### config.mk
export PLATFORM = sky130hd
export DESIGN_NAME = literal_stream_matcher
export DESIGN_NICKNAME = d
export VERILOG_FILES = /design/src/hw/rtl/lsm_pkg.sv /design/src/hw/rtl/lsm_history.sv /design/src/hw/rtl/lsm_compare.sv /design/src/hw/rtl/literal_stream_matcher.sv
export SDC_FILE = /design/constraint.sdc
export NUM_CORES = 1
export LEC_CHECK = 0
export BUFFER_PORTS_ARGS = -buffer_cell sky130_fd_sc_hd__buf_4
export CAP_MARGIN = 15
export CELL_PAD_IN_SITES_DETAIL_PLACEMENT = 0
export CELL_PAD_IN_SITES_GLOBAL_PLACEMENT = 1
export CORE_UTILIZATION = 50
export DETAILED_ROUTE_END_ITERATION = 12
export GPL_ROUTABILITY_DRIVEN = 0
export GPL_TIMING_DRIVEN = 0
export PLACE_DENSITY_LB_ADDON = 0.05
export SKIP_LAST_GASP = 1
export SLEW_MARGIN = 20
export SYNTH_ARGS = -nofsm -noshare
export SYNTH_HDL_FRONTEND = slang
export SYNTH_SLANG_ARGS = --single-unit
export TNS_END_PERCENT = 10
### constraint.sdc
create_clock -name clock -period 9.1 [get_ports clock]
set_input_delay 1.82 -clock clock [delete_from_list [all_inputs] [get_ports clock]]
set_output_delay 1.82 -clock clock [all_outputs]
set_load 0.05 [all_outputs]
### src/hw/rtl/lsm_pkg.sv
// lsm_pkg: shared types, constants and register indexes for the literal stream matcher.
// No dependencies; used by every module in hw/rtl.
package lsm_pkg;

   localparam int unsigned LSM_MAX_LITERAL = 16;   // default and upper bound of MAX_LITERAL
   localparam int unsigned LSM_OFFSET_W    = 32;
   localparam int unsigned LSM_LEN_W       = 5;    // pattern_length register, also holds 16
   localparam int unsigned LSM_PATTERN_W   = 64;
   localparam int unsigned LSM_CSR_IDX_W   = 2;

   localparam logic [LSM_OFFSET_W-1:0] LSM_OFFSET_TOP = '1;

   // configuration register indexes
   localparam logic [LSM_CSR_IDX_W-1:0] LSM_REG_PATTERN_LOW  = 2'd0;
   localparam logic [LSM_CSR_IDX_W-1:0] LSM_REG_PATTERN_HIGH = 2'd1;
   localparam logic [LSM_CSR_IDX_W-1:0] LSM_REG_LENGTH       = 2'd2;

   // item held between the history stage and the compare stage
   typedef struct packed {
      logic                    valid;
      logic [LSM_OFFSET_W-1:0] here;   // offset of the newest byte
      logic [LSM_LEN_W-1:0]    seen;   // bytes of this buffer in the history
   } lsm_stage_type;

endpackage

### src/hw/rtl/lsm_history.sv
// lsm_history: input stage. Shift line of recent bytes, fill count and offset counter.
// Depends on lsm_pkg.
module lsm_history #(
   parameter int unsigned MAX_LITERAL = lsm_pkg::LSM_MAX_LITERAL
) (
   input  logic                                 clock,
   input  logic                                 reset,
   input  logic                                 req_valid,
   output logic                                 req_stall,
   input  logic [7:0]                           req_data_byte,
   input  logic                                 req_start_of_buffer,
   input  logic                                 stage_advance,
   output lsm_pkg::lsm_stage_type               stage,
   output logic [MAX_LITERAL-1:0][7:0]          history
);

   lsm_pkg::lsm_stage_type              stage_ff, stage_in;
   logic [MAX_LITERAL-1:0][7:0]         history_ff, history_in;
   logic [lsm_pkg::LSM_OFFSET_W-1:0]    next_offset_ff, next_offset_in;
   logic [lsm_pkg::LSM_OFFSET_W-1:0]    base_offset;
   logic [lsm_pkg::LSM_LEN_W-1:0]       base_seen;
   logic                                accept;

   assign req_stall = stage_ff.valid && !stage_advance;
   assign accept    = req_valid && !req_stall;

   always_comb begin
      base_offset = req_start_of_buffer ? '0 : next_offset_ff;
      base_seen   = req_start_of_buffer ? '0 : stage_ff.seen;

      stage_in       = stage_ff;
      history_in     = history_ff;
      next_offset_in = next_offset_ff;
      if (stage_advance) begin
         stage_in.valid = 1'b0;
      end
      if (accept) begin
         stage_in.valid = 1'b1;
         stage_in.here  = base_offset;
         stage_in.seen  = (base_seen < lsm_pkg::LSM_LEN_W'(MAX_LITERAL))
                        ? base_seen + 1'b1 : base_seen;
         next_offset_in = (base_offset == lsm_pkg::LSM_OFFSET_TOP)
                        ? base_offset : base_offset + 1'b1;
         history_in[0]  = req_data_byte;
         for (int k = 1; k < MAX_LITERAL; k++) begin
            history_in[k] = req_start_of_buffer ? 8'h00 : history_ff[k-1];
         end
      end
   end

   always_ff @(posedge clock) begin
      if (reset) begin
         stage_ff.valid <= 1'b0;
         stage_ff.seen  <= '0;
         next_offset_ff <= '0;
      end else begin
         stage_ff.valid <= stage_in.valid;
         stage_ff.seen  <= stage_in.seen;
         next_offset_ff <= next_offset_in;
      end
      stage_ff.here <= stage_in.here;
      history_ff    <= history_in;
   end

   assign stage   = stage_ff;
   assign history = history_ff;

   a_hold_when_blocked: assert property (@(posedge clock) disable iff (reset)
      stage_ff.valid && !stage_advance |=> stage_ff.valid && $stable(stage_ff.here))
      else $error("held item lost or changed");

   a_restart_offset: assert property (@(posedge clock) disable iff (reset)
      accept && req_start_of_buffer |=> stage_ff.here == '0 && stage_ff.seen == 1)
      else $error("start of buffer did not restart offsets");

   a_seen_bound: assert property (@(posedge clock) disable iff (reset)
      stage_ff.seen <= lsm_pkg::LSM_LEN_W'(MAX_LITERAL))
      else $error("fill count beyond history depth");

endmodule

### src/hw/rtl/lsm_compare.sv
// lsm_compare: compares the history with the literal and holds the result register.
// Depends on lsm_pkg.
module lsm_compare #(
   parameter int unsigned MAX_LITERAL = lsm_pkg::LSM_MAX_LITERAL
) (
   input  logic                                  clock,
   input  logic                                  reset,
   input  lsm_pkg::lsm_stage_type                stage,
   input  logic [MAX_LITERAL-1:0][7:0]           history,
   input  logic [lsm_pkg::LSM_PATTERN_W-1:0]     pattern_low,
   input  logic [lsm_pkg::LSM_PATTERN_W-1:0]     pattern_high,
   input  logic [lsm_pkg::LSM_LEN_W-1:0]         pattern_length,
   output logic                                  stage_advance,
   output logic                                  rsp_valid,
   input  logic                                  rsp_stall,
   output logic [lsm_pkg::LSM_OFFSET_W-1:0]      rsp_match_start,
   output logic [lsm_pkg::LSM_OFFSET_W-1:0]      rsp_match_end
);

   logic [15:0][7:0]                    literal;
   logic [lsm_pkg::LSM_LEN_W-1:0]       len_eff;
   logic [lsm_pkg::LSM_LEN_W-1:0]       lit_idx;
   logic                                hit;
   logic                                load;
   logic                                rsp_valid_ff, rsp_valid_in;
   logic [lsm_pkg::LSM_OFFSET_W-1:0]    start_ff, start_in;
   logic [lsm_pkg::LSM_OFFSET_W-1:0]    end_ff, end_in;

   assign literal = {pattern_high, pattern_low};
   assign len_eff = (pattern_length > lsm_pkg::LSM_LEN_W'(MAX_LITERAL))
                  ? lsm_pkg::LSM_LEN_W'(MAX_LITERAL) : pattern_length;

   // newest byte lines up with the last literal byte
   always_comb begin
      lit_idx = '0;
      hit     = (len_eff != '0) && (stage.seen >= len_eff);
      for (int k = 0; k < MAX_LITERAL; k++) begin
         lit_idx = len_eff - 1'b1 - lsm_pkg::LSM_LEN_W'(k);
         if ((lsm_pkg::LSM_LEN_W'(k) < len_eff) && (history[k] != literal[lit_idx[3:0]])) begin
            hit = 1'b0;
         end
      end
   end

   assign stage_advance = !rsp_valid_ff || !rsp_stall;
   assign load          = stage_advance && stage.valid && hit;

   always_comb begin
      rsp_valid_in = rsp_valid_ff;
      start_in     = start_ff;
      end_in       = end_ff;
      if (stage_advance) begin
         rsp_valid_in = stage.valid && hit;
      end
      if (load) begin
         start_in = stage.here - lsm_pkg::LSM_OFFSET_W'(len_eff - 1'b1);
         end_in   = stage.here;
      end
   end

   always_ff @(posedge clock) begin
      if (reset) begin
         rsp_valid_ff <= 1'b0;
      end else begin
         rsp_valid_ff <= rsp_valid_in;
      end
      start_ff <= start_in;
      end_ff   <= end_in;
   end

   assign rsp_valid       = rsp_valid_ff;
   assign rsp_match_start = start_ff;
   assign rsp_match_end   = end_ff;

   a_span_matches_length: assert property (@(posedge clock) disable iff (reset)
      rsp_valid_ff |-> end_ff - start_ff == lsm_pkg::LSM_OFFSET_W'(len_eff - 1'b1))
      else $error("occurrence span differs from literal length");

   a_no_hit_when_off: assert property (@(posedge clock) disable iff (reset)
      rsp_valid_ff |-> len_eff != '0)
      else $error("hit reported with zero length literal");

   a_result_held: assert property (@(posedge clock) disable iff (reset)
      rsp_valid_ff && rsp_stall |=> rsp_valid_ff && $stable(start_ff) && $stable(end_ff))
      else $error("stalled result lost or changed");

endmodule

### src/hw/rtl/literal_stream_matcher.sv
// Reports every occurrence, overlaps included, of a literal of up to MAX_LITERAL bytes in a
// byte stream, one byte per item, with start and end offsets of each hit. The block takes one
// byte every clock cycle while req_stall is low. Each item passes a history register stage
// and a compare/result register; a hit shows at rsp_valid once the result register takes it.
// A stalled result holds the compare stage; req_stall rises only once both stages are full.
// Index 3 is ignored. The user must write configuration through csr_* only while no item is
// in flight; the block does not enforce it. Depends on lsm_pkg, lsm_history and lsm_compare.
module literal_stream_matcher #(
   parameter int unsigned MAX_LITERAL = lsm_pkg::LSM_MAX_LITERAL
) (
   input  logic                                 clock,
   input  logic                                 reset,
   input  logic                                 req_valid,
   output logic                                 req_stall,
   input  logic [7:0]                           req_data_byte,
   input  logic                                 req_start_of_buffer,
   output logic                                 rsp_valid,
   input  logic                                 rsp_stall,
   output logic [lsm_pkg::LSM_OFFSET_W-1:0]     rsp_match_start,
   output logic [lsm_pkg::LSM_OFFSET_W-1:0]     rsp_match_end,
   input  logic                                 csr_write_enable,
   input  logic [lsm_pkg::LSM_CSR_IDX_W-1:0]    csr_index,
   input  logic [lsm_pkg::LSM_PATTERN_W-1:0]    csr_write_data
);

   logic [lsm_pkg::LSM_PATTERN_W-1:0]   pattern_low_ff, pattern_low_in;
   logic [lsm_pkg::LSM_PATTERN_W-1:0]   pattern_high_ff, pattern_high_in;
   logic [lsm_pkg::LSM_LEN_W-1:0]       pattern_length_ff, pattern_length_in;
   lsm_pkg::lsm_stage_type              stage;
   logic [MAX_LITERAL-1:0][7:0]         history;
   logic                                stage_advance;

   always_comb begin
      pattern_low_in    = pattern_low_ff;
      pattern_high_in   = pattern_high_ff;
      pattern_length_in = pattern_length_ff;
      if (csr_write_enable) begin
         case (csr_index)
            lsm_pkg::LSM_REG_PATTERN_LOW:  pattern_low_in    = csr_write_data;
            lsm_pkg::LSM_REG_PATTERN_HIGH: pattern_high_in   = csr_write_data;
            lsm_pkg::LSM_REG_LENGTH:
               pattern_length_in = csr_write_data[lsm_pkg::LSM_LEN_W-1:0];
            default: ;
         endcase
      end
   end

   always_ff @(posedge clock) begin
      if (reset) begin
         pattern_low_ff    <= '0;
         pattern_high_ff   <= '0;
         pattern_length_ff <= '0;
      end else begin
         pattern_low_ff    <= pattern_low_in;
         pattern_high_ff   <= pattern_high_in;
         pattern_length_ff <= pattern_length_in;
      end
   end

   lsm_history #(
      .MAX_LITERAL(MAX_LITERAL)
   ) u_history (
      .clock               (clock),
      .reset               (reset),
      .req_valid           (req_valid),
      .req_stall           (req_stall),
      .req_data_byte       (req_data_byte),
      .req_start_of_buffer (req_start_of_buffer),
      .stage_advance       (stage_advance),
      .stage               (stage),
      .history             (history)
   );

   lsm_compare #(
      .MAX_LITERAL(MAX_LITERAL)
   ) u_compare (
      .clock           (clock),
      .reset           (reset),
      .stage           (stage),
      .history         (history),
      .pattern_low     (pattern_low_ff),
      .pattern_high    (pattern_high_ff),
      .pattern_length  (pattern_length_ff),
      .stage_advance   (stage_advance),
      .rsp_valid       (rsp_valid),
      .rsp_stall       (rsp_stall),
      .rsp_match_start (rsp_match_start),
      .rsp_match_end   (rsp_match_end)
   );

endmodule
==> reports/metrics.cfg <==
[outcome]
status = finished clean

[clock_network]
clock_latency_ns = 0.60
clock_path_buffers = 3
clockRootBuffer = clkbuf_16
cts_tree = done
postCtsResizedCells = 0
cts_setup_buffers = 0
clock_sinks = 396
clk_pin_slew_ns = 0.06
cts-hold-fix-buffers = 0
htree_levels = 2
numCtsBuffers = 43

[timing]
final.period_utilization_pct = 95.3
relSlewSlack_pct = 22.7
clock.fmax_mhz = 115
skew_ns = 0.0115
max_slew.worst_pin.slew_ns = 1.16
slew_violations = 0
hold_viol_final = 0
min_period_ns = 8.67
rsz0062_at_grt = false
whs_ns = 0.466
setup_viol = 0

[floorplanning]
ios = 146
die-area_um2 = 50400
core_area_um2 = 49000
die-height_um = 225
die_width_um = 225
num_rows = 81
initial_utilization_pct = 50.6

[cells_and_area]
drive_gt1_share_pct = 16.5
num-nets-final = 2683
mostFrequentLayoutCell = nand2_1
synthToLayoutAreaGrowth_pct = 14.4
utilization_pct = 57.9
final_cell_mix = nand2_1 (361), edfxtp_1 (224), mux2i_1 (207), a21oi_1 (174), dfxtp_1 (172)

[pwr]
static-leakage-power_nw = 10.2
power_density_nw_per_um2 = 169
ir_worst_vdd_mv = 0.183
fin_total_pwr_mw = 4.78

[critical_path]
critPathKind = reg2reg
crit_required_ns = 9.40
setup.worst_path.end_class = flip-flop
crit_fanout = 18
arrival_ns = 8.97
crit_path_start_kind = flip-flop

[global_route]
overflow = 0
grt_max_degree = 85
grt_usage_pct = 37.7
antenna_found_initial = 1
grt_pass1_wl_mm = 135
grt_pass1_vias = 19500

[synthesis]
synth_ff_type = edfxtp_1
synth_cells = 2361
yosysWarnings = 0
synth_seq_cells = 396
synth_edf_count = 224
synth_cell_types = 82
ys_seq_area_share_pct = 41.1
syn_area_um2 = 24800
synth-async-reset-ratio_pct = 0
avgSynthCellArea_um2 = 10.5
syn_nets = 2490

[flow_run]
max-cap-violations = 0

[route]
vias = 21100
vias_per_cell = 6.48
antenna_left = 0
routedWlPerCell_um = 29.2
drt_iter0_drc = 2819
drt-pass1-iter-count = 7
remaining_drc_errors = 0
routed_wl_mm = 95.0

[place]
port_buffers = 144
dpl.hpwl_mm = 73.2

[worst_hold_path]
hp-class = reg2reg

-- cell usage after synthesis (all sizes together) (29+ instances only) --
cell	instances	area share [%]
a21oi	174	3.5
buf	57	1.2
clkbuf	101	1.5
dfxtp	172	14
edfxtp	224	27
ha	48	2.4
mux2i	207	8.4
mux4	129	12
nand2	361	5.5
nand3	29	0.59
nand4	30	0.76
nor2	93	1.4
nor2b	161	4.1
nor3	31	0.65
o21ai	43	0.87
xnor2	123	4.5
xor2	69	2.4
-- state kept, by name, indices dropped and copies added, names as in the netlist --
name                       cells
u_history.history            128
pattern_high_ff               64
pattern_low_ff                64
u_history.stage               38
u_compare.rsp_match_end       32
u_compare.rsp_match_start     32
u_history.next_offset_ff      32
pattern_length_ff              5
u_compare.rsp_valid            1
-- stage by stage --
stage	cell area [um^2]	cells	TNS, ns	worst slack, ns
2_1_floorplan	24800	2361	0	0.851
3_3_place_gp	26700	3169	-156.85	-2.46
3_5_place_dp	26800	3174	0	0.249
4_1_cts	28300	3252	0	0.220
5_1_grt	28300	3252	0	0.265
6_report	28300	3253	0	0.428
-- cell type report --
class                   instances  area [um^2]
fillers                      4210        20600
multi-input cells            1780        13800
flip-flops and latches        396        10200
plain buffers                 157          671
repair buffers                149         1180
well taps                     664          831
diodes                          2         5.00
inverters                      27          111
clock inverters                16          203
clock buffers                  62         1320
-- worst max-delay path, stage by stage, from the launching register on --
cell	delay [ns]
dfxtp_1	0.52
and2b_1	0.18
buf_4	0.21
clkbuf_1	0.62
clkbuf_2	0.53
ha_1	0.35
clkbuf_1	0.57
inv_2	0.27
buf_1	0.50
ha_1	0.47
clkbuf_1	0.54
clkbuf_1	0.60
clkbuf_1	0.55
mux4_2	0.44
xor2_1	0.17
nor4_1	0.36
nand3_1	0.27
a21boi_0	0.28
o21ai_0	0.18
nor3_4	0.16
buf_8	0.21
buf_16	0.17
buf_8	0.19
-- power by group --
part,switching [mW],internal [mW]
sequential,0.0899,1.97
clock,0.739,1.13
combinational,0.526,0.336
-- logic make-up (layout without fill, tap and decap cells) --
kind of cell             count (synthesis)  after routing  share of synthesized area (%)
other                                    0              2                              0
adder cells (fa/ha/maj)                 52             52                           2.63
multiplexers                           344            344                           20.5
flip-flops                             396            396                           41.1
buffers and inverters                  185            411                           3.13
AO/OA/AOI/OAI                          397            397                           10.2
AND/OR/NAND/NOR                        795            795                           15.6
XOR/XNOR                               192            192                           6.96
-- worst paths after layout --
path	startpoint	endpoint	slack, ns	cells after the start
worst max register to register	pattern_length_ff[0]	u_compare.rsp_match_end[27]	0.43	22
worst min-delay path	u_history.stage[16]	u_compare.rsp_match_end[11]	0.47	0
worst min register to register	u_history.stage[16]	u_compare.rsp_match_end[11]	0.47	0
worst max-delay path	pattern_length_ff[0]	u_compare.rsp_match_end[27]	0.43	22
-- layer usage --
| metal | track usage, % | routed length (um) |
|---|---|---|
| met1 | 47.0 | 35400 |
| met4 | 23.5 | 7550 |
| met5 | 0.196 | 0 |
| met2 | 54.0 | 39400 |
| met3 | 15.5 | 12600 |
Power figures use the tool's default switching activity.
